[src/rtl/i2cms_pkg.sv]
// Shared types, codes and helpers for the I2C master bit sequencer.
`default_nettype none

package i2cms_pkg;

  // Register indexes on the configuration port (selected by paddr[2])
  localparam logic REG_TICKS_PER_US = 1'b0;
  localparam logic REG_ACK_POLL_LIM = 1'b1;

  localparam logic [9:0] TICKS_PER_US_RESET = 10'd72;
  localparam logic [7:0] ACK_POLL_LIM_RESET = 8'd250;
  localparam logic [7:0] POLL_COUNT_MAX     = 8'd255;

  // Command codes carried by a tick
  typedef enum logic [2:0] {
    OP_START = 3'd0,
    OP_STOP  = 3'd1,
    OP_WRITE = 3'd2,
    OP_WAIT  = 3'd3,
    OP_READ  = 3'd4
  } op_t;

  // Sequencer steps
  typedef enum logic [4:0] {
    PH_IDLE    = 5'd0,
    PH_ST_A    = 5'd1,
    PH_ST_B    = 5'd2,
    PH_ST_C    = 5'd3,
    PH_ST_D    = 5'd4,
    PH_SP_A    = 5'd5,
    PH_SP_B    = 5'd6,
    PH_SP_C    = 5'd7,
    PH_WA_A    = 5'd8,
    PH_WA_B    = 5'd9,
    PH_WA_P    = 5'd10,
    PH_WR_BIT  = 5'd11,
    PH_WR_HI   = 5'd12,
    PH_WR_LO   = 5'd13,
    PH_WR_END  = 5'd14,
    PH_RD_LO   = 5'd15,
    PH_RD_HI   = 5'd16,
    PH_RD_HOLD = 5'd17,
    PH_MA_A    = 5'd18,
    PH_MA_B    = 5'd19,
    PH_MA_C    = 5'd20
  } phase_t;

  // Hold length of a step in microsecond units
  typedef enum logic [1:0] {
    UNITS_1 = 2'd0,
    UNITS_2 = 2'd1,
    UNITS_4 = 2'd2,
    UNITS_5 = 2'd3
  } units_t;

  // One result beat
  typedef struct packed {
    logic       scl_level;
    logic       sda_level;
    logic       sda_drive_enable;
    logic       busy_res;
    logic       command_done;
    logic [7:0] received_byte;
    logic       ack_timeout;
  } status_t;

  // Hold counter load: units * ticks - 1, a zero tick count acts as one
  function automatic logic [12:0] hold_load(input logic [9:0] ticks, input units_t units);
    logic [9:0]  t_eff;
    logic [12:0] x1;
    logic [12:0] x4;
    logic [12:0] prod;
    t_eff = (ticks == 10'd0) ? 10'd1 : ticks;
    x1    = {3'b000, t_eff};
    x4    = {1'b0, t_eff, 2'b00};
    unique case (units)
      UNITS_1: prod = x1;
      UNITS_2: prod = {2'b00, t_eff, 1'b0};
      UNITS_4: prod = x4;
      UNITS_5: prod = x4 + x1;
      default: prod = x1;
    endcase
    return prod - 13'd1;
  endfunction

endpackage

`default_nettype wire

[src/rtl/i2cms_if.sv]
// Valid/ready channel interfaces for ticks in and status beats out.
`default_nettype none

interface i2cms_tick_if;
  logic       valid;
  logic       ready;
  logic       command_valid;
  logic [2:0] operation;
  logic [7:0] transmit_byte;
  logic       master_acknowledge;
  logic       sda_sample;

  modport source (output valid, command_valid, operation, transmit_byte,
                  master_acknowledge, sda_sample, input ready);
  modport sink   (input valid, command_valid, operation, transmit_byte,
                  master_acknowledge, sda_sample, output ready);
endinterface

interface i2cms_status_if;
  logic       valid;
  logic       ready;
  logic       scl_level;
  logic       sda_level;
  logic       sda_drive_enable;
  logic       busy_res;
  logic       command_done;
  logic [7:0] received_byte;
  logic       ack_timeout;

  modport source (output valid, scl_level, sda_level, sda_drive_enable, busy_res,
                  command_done, received_byte, ack_timeout, input ready);
  modport sink   (input valid, scl_level, sda_level, sda_drive_enable, busy_res,
                  command_done, received_byte, ack_timeout, output ready);
endinterface

`default_nettype wire

[src/rtl/i2c_master_bit_sequencer_core.sv]
// I2C master bit sequencer: steps SCL/SDA through start, stop, write, ack wait and read.
//
// Usage:
//   tick   : one beat per bus clock tick. It carries an optional command
//            (start, stop, write byte, wait ack, read byte) and the sampled
//            SDA pin. Commands are taken only while the sequencer is idle.
//   status : one beat per tick beat, with the pin drive after that tick,
//            busy, a one-beat done pulse, the last received byte and the
//            ack-timeout flag.
//   APB    : ticks_per_microsecond at 0x0, ack_poll_limit at 0x4; write
//            only while no beat is in flight.
// Each status beat is registered in the status register (or the skid register).
// Throughput is one tick beat per cycle while tick.ready is high; the next-state
// logic is a single pass between the sequencer registers and the status register.
// A skid register behind the status register holds one more beat while the
// receiver stalls; tick.ready drops only once that skid register is full.
// Reset (rst, synchronous) sets the sequencer idle with SCL and SDA high and
// driven, and reloads both configuration registers with their defaults.
`default_nettype none

module i2c_master_bit_sequencer_core (
  input  wire logic        clk,
  input  wire logic        rst,
  i2cms_tick_if.sink       tick,
  i2cms_status_if.source   status,
  input  wire logic        psel,
  input  wire logic        penable,
  input  wire logic        pwrite,
  input  wire logic [2:0]  paddr,
  input  wire logic [31:0] pwdata,
  output logic      [31:0] prdata,
  output logic             pready
);

  // Configuration registers
  logic [9:0] ticks_per_us;
  logic [7:0] ack_poll_limit;

  // Sequencer state
  i2cms_pkg::phase_t phase, phase_next;
  logic [3:0]  bit_index, bit_index_next;
  logic [7:0]  shift_byte, shift_byte_next;
  logic [12:0] delay_count, delay_count_next;
  logic [7:0]  poll_count, poll_count_next;
  logic [7:0]  rx_latch, rx_latch_next;
  logic        timeout_flag, timeout_flag_next;
  logic        ack_choice, ack_choice_next;
  logic        pin_scl, pin_scl_next;
  logic        pin_sda, pin_sda_next;
  logic        pin_oe, pin_oe_next;

  // Step entry request
  logic                enter_en;
  i2cms_pkg::phase_t   enter_ph;
  i2cms_pkg::units_t   enter_units;
  logic                scl_drop;
  logic                done;
  logic [7:0]          poll_inc;

  // Output register and skid register
  i2cms_pkg::status_t out_reg, skid_reg, beat_next;
  logic               out_valid, skid_valid;
  logic               in_fire, out_fire;

  // APB port
  assign pready = 1'b1;

  always_ff @(posedge clk) begin
    if (rst) begin
      ticks_per_us   <= i2cms_pkg::TICKS_PER_US_RESET;
      ack_poll_limit <= i2cms_pkg::ACK_POLL_LIM_RESET;
    end else if (psel && penable && pwrite) begin
      unique case (paddr[2])
        i2cms_pkg::REG_TICKS_PER_US: ticks_per_us   <= pwdata[9:0];
        i2cms_pkg::REG_ACK_POLL_LIM: ack_poll_limit <= pwdata[7:0];
        default: ;
      endcase
    end
  end

  always_comb begin
    unique case (paddr[2])
      i2cms_pkg::REG_TICKS_PER_US: prdata = {22'd0, ticks_per_us};
      i2cms_pkg::REG_ACK_POLL_LIM: prdata = {24'd0, ack_poll_limit};
      default:                     prdata = 32'd0;
    endcase
  end

  // Handshakes
  assign tick.ready = !skid_valid;
  assign in_fire    = tick.valid && tick.ready;
  assign out_fire   = out_valid && status.ready;

  assign poll_inc = (poll_count < i2cms_pkg::POLL_COUNT_MAX) ? poll_count + 8'd1 : poll_count;

  // Next state: step sequencing, counters and data registers
  always_comb begin
    phase_next        = phase;
    bit_index_next    = bit_index;
    shift_byte_next   = shift_byte;
    poll_count_next   = poll_count;
    rx_latch_next     = rx_latch;
    timeout_flag_next = timeout_flag;
    ack_choice_next   = ack_choice;
    delay_count_next  = delay_count;
    enter_en          = 1'b0;
    enter_ph          = i2cms_pkg::PH_IDLE;
    enter_units       = i2cms_pkg::UNITS_2;
    scl_drop          = 1'b0;
    done              = 1'b0;

    if (phase == i2cms_pkg::PH_IDLE) begin
      // New command, ignored unless the code is known
      if (tick.command_valid) begin
        unique case (tick.operation)
          i2cms_pkg::OP_START: begin
            enter_en = 1'b1; enter_ph = i2cms_pkg::PH_ST_A;
          end
          i2cms_pkg::OP_STOP: begin
            enter_en = 1'b1; enter_ph = i2cms_pkg::PH_SP_A;
          end
          i2cms_pkg::OP_WRITE: begin
            shift_byte_next = tick.transmit_byte;
            bit_index_next  = 4'd0;
            enter_en = 1'b1; enter_ph = i2cms_pkg::PH_WR_BIT;
          end
          i2cms_pkg::OP_WAIT: begin
            poll_count_next = 8'd0;
            enter_en = 1'b1; enter_ph = i2cms_pkg::PH_WA_A;
          end
          i2cms_pkg::OP_READ: begin
            shift_byte_next = 8'd0;
            bit_index_next  = 4'd0;
            ack_choice_next = tick.master_acknowledge;
            enter_en = 1'b1; enter_ph = i2cms_pkg::PH_RD_LO;
            enter_units = i2cms_pkg::UNITS_5;
          end
          default: ;
        endcase
      end
    end else if (delay_count != 13'd0) begin
      delay_count_next = delay_count - 13'd1;
    end else begin
      // Hold expired: leave the current step
      unique case (phase)
        i2cms_pkg::PH_ST_A: begin
          enter_en = 1'b1; enter_ph = i2cms_pkg::PH_ST_B; enter_units = i2cms_pkg::UNITS_5;
        end
        i2cms_pkg::PH_ST_B: begin
          enter_en = 1'b1; enter_ph = i2cms_pkg::PH_ST_C; enter_units = i2cms_pkg::UNITS_4;
        end
        i2cms_pkg::PH_ST_C: begin
          enter_en = 1'b1; enter_ph = i2cms_pkg::PH_ST_D;
        end
        i2cms_pkg::PH_SP_A: begin
          enter_en = 1'b1; enter_ph = i2cms_pkg::PH_SP_B; enter_units = i2cms_pkg::UNITS_5;
        end
        i2cms_pkg::PH_SP_B: begin
          enter_en = 1'b1; enter_ph = i2cms_pkg::PH_SP_C; enter_units = i2cms_pkg::UNITS_4;
        end
        i2cms_pkg::PH_WA_A: begin
          enter_en = 1'b1; enter_ph = i2cms_pkg::PH_WA_B;
        end
        i2cms_pkg::PH_WA_B, i2cms_pkg::PH_WA_P: begin
          // Ack poll: low SDA ends the wait, else count toward timeout
          if (!tick.sda_sample) begin
            scl_drop          = 1'b1;
            timeout_flag_next = 1'b0;
            phase_next        = i2cms_pkg::PH_IDLE;
            done              = 1'b1;
          end else begin
            poll_count_next = poll_inc;
            enter_en        = 1'b1;
            if (poll_inc >= ack_poll_limit) begin
              timeout_flag_next = 1'b1;
              enter_ph          = i2cms_pkg::PH_SP_A;
            end else begin
              enter_ph    = i2cms_pkg::PH_WA_P;
              enter_units = i2cms_pkg::UNITS_1;
            end
          end
        end
        i2cms_pkg::PH_WR_BIT: begin
          enter_en = 1'b1; enter_ph = i2cms_pkg::PH_WR_HI; enter_units = i2cms_pkg::UNITS_4;
        end
        i2cms_pkg::PH_WR_HI: begin
          enter_en = 1'b1; enter_ph = i2cms_pkg::PH_WR_LO;
        end
        i2cms_pkg::PH_WR_LO: begin
          bit_index_next = bit_index + 4'd1;
          enter_en = 1'b1;
          enter_ph = (bit_index_next < 4'd8) ? i2cms_pkg::PH_WR_BIT : i2cms_pkg::PH_WR_END;
        end
        i2cms_pkg::PH_RD_LO: begin
          enter_en = 1'b1; enter_ph = i2cms_pkg::PH_RD_HI;
        end
        i2cms_pkg::PH_RD_HI: begin
          shift_byte_next = {shift_byte[6:0], tick.sda_sample};
          bit_index_next  = bit_index + 4'd1;
          enter_en = 1'b1; enter_ph = i2cms_pkg::PH_RD_HOLD;
        end
        i2cms_pkg::PH_RD_HOLD: begin
          enter_en = 1'b1;
          if (bit_index < 4'd8) begin
            enter_ph = i2cms_pkg::PH_RD_LO; enter_units = i2cms_pkg::UNITS_5;
          end else begin
            rx_latch_next = shift_byte;
            enter_ph = i2cms_pkg::PH_MA_A;
          end
        end
        i2cms_pkg::PH_MA_A: begin
          enter_en = 1'b1; enter_ph = i2cms_pkg::PH_MA_B; enter_units = i2cms_pkg::UNITS_4;
        end
        i2cms_pkg::PH_MA_B: begin
          enter_en = 1'b1; enter_ph = i2cms_pkg::PH_MA_C;
        end
        default: begin
          // Last step of a command
          phase_next = i2cms_pkg::PH_IDLE;
          done       = 1'b1;
        end
      endcase
    end

    if (enter_en) begin
      phase_next       = enter_ph;
      delay_count_next = i2cms_pkg::hold_load(ticks_per_us, enter_units);
    end
  end

  // Pin drive set on entry to a step
  always_comb begin
    pin_scl_next = scl_drop ? 1'b0 : pin_scl;
    pin_sda_next = pin_sda;
    pin_oe_next  = pin_oe;
    if (enter_en) begin
      unique case (enter_ph)
        i2cms_pkg::PH_ST_A:   begin pin_oe_next = 1'b1; pin_sda_next = 1'b1; end
        i2cms_pkg::PH_ST_B:   pin_scl_next = 1'b1;
        i2cms_pkg::PH_ST_C:   pin_sda_next = 1'b0;
        i2cms_pkg::PH_ST_D:   pin_scl_next = 1'b0;
        i2cms_pkg::PH_SP_A:   begin pin_oe_next = 1'b1; pin_sda_next = 1'b0; end
        i2cms_pkg::PH_SP_B:   pin_scl_next = 1'b1;
        i2cms_pkg::PH_SP_C:   pin_sda_next = 1'b1;
        i2cms_pkg::PH_WA_A:   begin pin_oe_next = 1'b0; pin_sda_next = 1'b1; end
        i2cms_pkg::PH_WA_B:   pin_scl_next = 1'b1;
        i2cms_pkg::PH_WR_BIT: begin
          pin_oe_next  = 1'b1;
          pin_sda_next = shift_byte_next[3'd7 - bit_index_next[2:0]];
        end
        i2cms_pkg::PH_WR_HI:  pin_scl_next = 1'b1;
        i2cms_pkg::PH_WR_LO:  pin_scl_next = 1'b0;
        i2cms_pkg::PH_WR_END: pin_scl_next = 1'b0;
        i2cms_pkg::PH_RD_LO:  begin pin_oe_next = 1'b0; pin_scl_next = 1'b0; end
        i2cms_pkg::PH_RD_HI:  pin_scl_next = 1'b1;
        i2cms_pkg::PH_MA_A:   begin
          pin_scl_next = 1'b0;
          pin_oe_next  = 1'b1;
          pin_sda_next = !ack_choice;
        end
        i2cms_pkg::PH_MA_B:   pin_scl_next = 1'b1;
        i2cms_pkg::PH_MA_C:   pin_scl_next = 1'b0;
        default: ;
      endcase
    end
  end

  // Status beat for this tick
  always_comb begin
    beat_next.scl_level        = pin_scl_next;
    beat_next.sda_level        = pin_sda_next;
    beat_next.sda_drive_enable = pin_oe_next;
    beat_next.busy_res         = (phase_next != i2cms_pkg::PH_IDLE);
    beat_next.command_done     = done;
    beat_next.received_byte    = rx_latch_next;
    beat_next.ack_timeout      = timeout_flag_next;
  end

  // Sequencer registers advance once per accepted tick
  always_ff @(posedge clk) begin
    if (rst) begin
      phase        <= i2cms_pkg::PH_IDLE;
      bit_index    <= 4'd0;
      shift_byte   <= 8'd0;
      delay_count  <= 13'd0;
      poll_count   <= 8'd0;
      rx_latch     <= 8'd0;
      timeout_flag <= 1'b0;
      ack_choice   <= 1'b0;
      pin_scl      <= 1'b1;
      pin_sda      <= 1'b1;
      pin_oe       <= 1'b1;
    end else if (in_fire) begin
      phase        <= phase_next;
      bit_index    <= bit_index_next;
      shift_byte   <= shift_byte_next;
      delay_count  <= delay_count_next;
      poll_count   <= poll_count_next;
      rx_latch     <= rx_latch_next;
      timeout_flag <= timeout_flag_next;
      ack_choice   <= ack_choice_next;
      pin_scl      <= pin_scl_next;
      pin_sda      <= pin_sda_next;
      pin_oe       <= pin_oe_next;
    end
  end

  // Output register with skid stage
  always_ff @(posedge clk) begin
    if (rst) begin
      out_valid  <= 1'b0;
      skid_valid <= 1'b0;
    end else if (skid_valid) begin
      if (out_fire) begin
        out_valid  <= 1'b1;
        skid_valid <= 1'b0;
      end
    end else if (in_fire) begin
      if (!out_valid || out_fire) begin
        out_valid <= 1'b1;
      end else begin
        skid_valid <= 1'b1;
      end
    end else if (out_fire) begin
      out_valid <= 1'b0;
    end
  end

  always_ff @(posedge clk) begin
    if (skid_valid) begin
      if (out_fire) begin
        out_reg <= skid_reg;
      end
    end else if (in_fire) begin
      if (!out_valid || out_fire) begin
        out_reg <= beat_next;
      end else begin
        skid_reg <= beat_next;
      end
    end
  end

  assign status.valid            = out_valid;
  assign status.scl_level        = out_reg.scl_level;
  assign status.sda_level        = out_reg.sda_level;
  assign status.sda_drive_enable = out_reg.sda_drive_enable;
  assign status.busy_res         = out_reg.busy_res;
  assign status.command_done     = out_reg.command_done;
  assign status.received_byte    = out_reg.received_byte;
  assign status.ack_timeout      = out_reg.ack_timeout;

endmodule

`default_nettype wire
[src/flat_wrapper.sv]
// flat-port wrapper written by rule: the top's interface ports become plain ports
module i2c_master_bit_sequencer_core_flat 
  (clk, rst, psel, penable, pwrite, paddr, pwdata, prdata, pready, tick_valid, tick_command_valid, tick_operation, tick_transmit_byte, tick_master_acknowledge, tick_sda_sample, tick_ready, status_valid, status_scl_level, status_sda_level, status_sda_drive_enable, status_busy_res, status_command_done, status_received_byte, status_ack_timeout, status_ready);
  i2cms_tick_if tick_i ();
  i2cms_status_if status_i ();
  input  wire logic clk;
  input  wire logic rst;
  input  wire logic psel;
  input  wire logic penable;
  input  wire logic pwrite;
  input  wire logic [2:0] paddr;
  input  wire logic [31:0] pwdata;
  output logic      [31:0] prdata;
  output logic pready;
  input wire logic [$bits(tick_i.valid)-1:0] tick_valid;
  input wire logic [$bits(tick_i.command_valid)-1:0] tick_command_valid;
  input wire logic [$bits(tick_i.operation)-1:0] tick_operation;
  input wire logic [$bits(tick_i.transmit_byte)-1:0] tick_transmit_byte;
  input wire logic [$bits(tick_i.master_acknowledge)-1:0] tick_master_acknowledge;
  input wire logic [$bits(tick_i.sda_sample)-1:0] tick_sda_sample;
  output wire logic [$bits(tick_i.ready)-1:0] tick_ready;
  output wire logic [$bits(status_i.valid)-1:0] status_valid;
  output wire logic [$bits(status_i.scl_level)-1:0] status_scl_level;
  output wire logic [$bits(status_i.sda_level)-1:0] status_sda_level;
  output wire logic [$bits(status_i.sda_drive_enable)-1:0] status_sda_drive_enable;
  output wire logic [$bits(status_i.busy_res)-1:0] status_busy_res;
  output wire logic [$bits(status_i.command_done)-1:0] status_command_done;
  output wire logic [$bits(status_i.received_byte)-1:0] status_received_byte;
  output wire logic [$bits(status_i.ack_timeout)-1:0] status_ack_timeout;
  input wire logic [$bits(status_i.ready)-1:0] status_ready;
  assign tick_i.valid = tick_valid;
  assign tick_i.command_valid = tick_command_valid;
  assign tick_i.operation = tick_operation;
  assign tick_i.transmit_byte = tick_transmit_byte;
  assign tick_i.master_acknowledge = tick_master_acknowledge;
  assign tick_i.sda_sample = tick_sda_sample;
  assign tick_ready = tick_i.ready;
  assign status_valid = status_i.valid;
  assign status_scl_level = status_i.scl_level;
  assign status_sda_level = status_i.sda_level;
  assign status_sda_drive_enable = status_i.sda_drive_enable;
  assign status_busy_res = status_i.busy_res;
  assign status_command_done = status_i.command_done;
  assign status_received_byte = status_i.received_byte;
  assign status_ack_timeout = status_i.ack_timeout;
  assign status_i.ready = status_ready;
  i2c_master_bit_sequencer_core u_core (.clk(clk), .rst(rst), .tick(tick_i), .status(status_i), .psel(psel), .penable(penable), .pwrite(pwrite), .paddr(paddr), .pwdata(pwdata), .prdata(prdata), .pready(pready));
endmodule
[config.mk]
export PLATFORM = sky130hd
export DESIGN_NAME = i2c_master_bit_sequencer_core_flat
export DESIGN_NICKNAME = d
export VERILOG_FILES = /design/src/rtl/i2cms_pkg.sv /design/src/rtl/i2cms_if.sv /design/src/rtl/i2c_master_bit_sequencer_core.sv /design/src/flat_wrapper.sv
export SDC_FILE = /design/constraint.sdc
export NUM_CORES = 1
export LEC_CHECK = 0
export BUFFER_PORTS_ARGS = -buffer_cell sky130_fd_sc_hd__buf_2
export CAP_MARGIN = 30
export CORE_ASPECT_RATIO = 1.25
export CORE_MARGIN = 2
export CORE_UTILIZATION = 49
export CTS_CLUSTER_DIAMETER = 40
export CTS_CLUSTER_SIZE = 25
export DETAILED_ROUTE_END_ITERATION = 6
export GPL_ROUTABILITY_DRIVEN = 0
export PLACE_DENSITY = 0.7
export SLEW_MARGIN = 20
export SYNTH_ARGS = -nofsm -noshare
export SYNTH_HDL_FRONTEND = slang
export SYNTH_SLANG_ARGS = --single-unit
[constraint.sdc]
create_clock -name clk -period 12.2 [get_ports clk]
set_clock_uncertainty 0.05 [all_clocks]
set_input_delay 2.44 -clock clk [delete_from_list [all_inputs] [get_ports clk]]
set_output_delay 2.44 -clock clk [all_outputs]
set_load 0.03 [all_outputs]
==> flow_metrics.env <==
export IMPL_drt_initial_drc_count=474
export IMPL_cellInternalPower_mw=0.603
export IMPL_cap_violations=0
export IMPL_drive_gt1_share_pct=18.9
export IMPL_wirelength_um=17900
export IMPL_dr_pass1_iters=5
export IMPL_synthCells=863
export IMPL_synth_top_family_by_area="compound AO/OA/AOI/OAI gates"
export IMPL_setup_viol=0
export IMPL_avgSynthCellArea_um2=8.49
export IMPL_synth_area_leader_cell="dfxtp_1"
export IMPL_synthTopCellsByCount="99 x nand2_1, 71 x dfxtp_1, 69 x nor2_1"
export IMPL_hold_slack_ns=0.415
export IMPL_die_w_um=113
export IMPL_finalHoldViolations=0
export IMPL_end_kind="primary output"
export IMPL_track_usage_pct=22.8
export IMPL_cp_required_ns=9.71
export IMPL_synth_area_top_cells="dfxtp_1 19%, edfxtp_1 11%, nand2_1 5.1%, mux2_2 4.6%, a21oi_1 3.7%"
export IMPL_final_fill_count=1372
export IMPL_cts_hold_fix_buffers=0
export IMPL_grt_first_pass_wirelength_um=29900
export IMPL_drc=0
export IMPL_synth_enable_flop_cells=28
export IMPL_ff_latch_area_um2=2260
export IMPL_ys_flop_type="dfxtp_1"
export IMPL_tritoncts="yes"
export IMPL_h_tree_depth=3
export IMPL_rsz0062_at_grt="no"
export IMPL_power_switching_mw=0.305
export IMPL_n_antenna_cell=0
export IMPL_p_seq_share_pct=41.7
export IMPL_cts_sinks=99
export IMPL_clockRootBuffer="clkbuf_16"
export IMPL_cts_repair_resized=0
export IMPL_status="completed"
export IMPL_pwr_share_clk_pct=32.4
export IMPL_finalSetupTns_ns=0
export IMPL_postCtsSetupBuffers=0
export IMPL_worst_pin_slew_ns=0.888
export IMPL_swShare_pct=33.6
export IMPL_die_h_um=141
export IMPL_yosysWarnings=0
export IMPL_ir_drop_mv=0.0831
export IMPL_area_growth_pct=6.47
export IMPL_grt_overflow_total=0
export IMPL_whs_path_depth=2
export IMPL_multi_input_area_um2=4590
export IMPL_synth_compound_area_share_pct=25.4
export IMPL_leakagePower_nw=2.97
export IMPL_clk_latency_ns=0.36
export IMPL_num_io_pins=105
export IMPL_worstPathArrival_ns=3.26
export IMPL_vias_per_cell=6.11
export IMPL_r2r_slack_ns=7.06
export IMPL_ys_types=102
export IMPL_coreArea_um2=14500
export IMPL_clkSlewWorstSetupHoldPaths_ns=0.06
export IMPL_first_global_vias=5981
export IMPL_period_minus_slack_ns=5.75
export IMPL_drv_slew=0
export IMPL_syn_cell_area_um2=7320
export IMPL_synthArstFlopShare_pct=0
export IMPL_period_share_pct=47.2
export IMPL_relSlewSlack_pct=40.8
export IMPL_yosys_area_share_simple_pct=23.1
export IMPL_combPwrFrac_pct=25.9
export IMPL_dieArea_um2=15900
export IMPL_post_drt_wl_per_cell_um=16.9
export IMPL_initial_utilization_pct=50.4
export IMPL_yosysTopAreaCellShare_pct=19.4
export IMPL_cts_buffers_inserted=9
export IMPL_pwr_density_cell_nw_per_um2=117
export IMPL_synth_fa_ha_area_share_pct=3.52
export IMPL_port_buffers=57
export IMPL_startpoint_type="input pin"
export IMPL_yosysSeqAreaShare_pct=30.9
export IMPL_muxShareOfSynthArea_pct=7.21
export IMPL_rows=49
export IMPL_antenna_found_initial=0
export IMPL_yosysMostFrequentCell="nand2_1"
export IMPL_grt_start_max_net_pins=65
export IMPL_largest_reg_flops=14
export IMPL_drtAntennaViolNets=0
export IMPL_hold_path_class="flop to flop"
export IMPL_path_max_fanout=14
export IMPL_ys_ff_latch=99
export IMPL_synth_xor_area_share_pct=2.14
export IMPL_max_freq_mhz=174
export IMPL_vias=6460
export IMPL_clockBufferDepth=2
export IMPL_nets=951
export IMPL_worstSetupPathType="input pin to primary output"
export IMPL_r2r_cells=18
export IMPL_dp_hpwl_um=12800
## metrics by stage
stage	utilization (%)	area, um2	std cells	worst slack [ns]	power [mW]
5_1_grt	53.7	7800	1058	6.40	0.955
3_3_place_gp	51.5	7480	1041	6.44	0.617
6_report	53.7	7800	1058	6.45	0.909
3_5_place_dp	51.5	7480	1041	6.44	0.620
4_1_cts	53.6	7780	1057	6.44	0.915
2_1_floorplan	-	7400	884	6.36	0.575
## path summary, 6_finish.rpt
path	start	to
min reg2reg	u_core.timeout_flag	u_core.timeout_flag
min	u_core.timeout_flag	u_core.timeout_flag
max	paddr[2]	prdata[4]
max reg2reg	u_core.poll_count[0]	u_core.delay_count[8]
## kinds of logic after synthesis
family,Yosys count
DFF,99
AOI/OAI and AO/OA,250
other,2
xor gates and xnor gates,17
and+or+nand+nor,318
muxes,49
adders and majority gates,20
buffers and inverters,108
## power by group through the flow
stage                     clock network [mW]  registers [mW]  logic [mW]
final                                  0.295           0.379       0.236
after global routing                   0.314           0.381       0.260
after CTS                              0.302           0.378       0.235
after detailed placement                   0           0.386       0.234
after global placement                     0           0.385       0.232
after floorplan                            0           0.388       0.187
## per-layer routing
| metal | share of wire (%) | routed length, um | global-route usage (%) |
|---|---|---|---|
| met1 | 44 | 7840 | 29.5 |
| met2 | 48 | 8690 | 38.7 |
| met3 | 5.2 | 932 | 3.65 |
| met4 | 2.6 | 473 | 7.64 |
| met5 | 0 | 0 | 0 |
## area by class of cell
| class | count | area share, % |
|---|---|---|
| multi-input combinational | 677 | 58.8 |
| sequential | 99 | 29.0 |
| timing repair buffer | 62 | 4.24 |
| clock buffer | 10 | 2.94 |
| tap | 178 | 2.86 |
| inverter | 26 | 1.25 |
| clock inverter | 6 | 0.898 |
## critical path: stages
cell,delay [ns]
buf_2,0.26
mux2_2,0.38
buf_2,0.18
## cells in the final DEF (no fill, tap or decap), types with 9 or more instances in the layout
cell type	instances
nand2_1	99
dfxtp_1	71
nor2_1	69
buf_2	57
a21oi_1	54
o21ai_0	31
mux2_2	30
edfxtp_1	28
nor3_1	27
nand3_1	26
conb_1	23
inv_1	22
mux2i_1	19
ha_1	19
a211oi_1	17
a31oi_1	16
o211ai_1	15
a22oi_1	12
nor2b_1	11
xnor2_1	10
a22o_1	10
a221oi_1	10
nand4_1	9
o31ai_1	9
clkbuf_16	9
No activity file was read; power rests on OpenSTA's default activity.
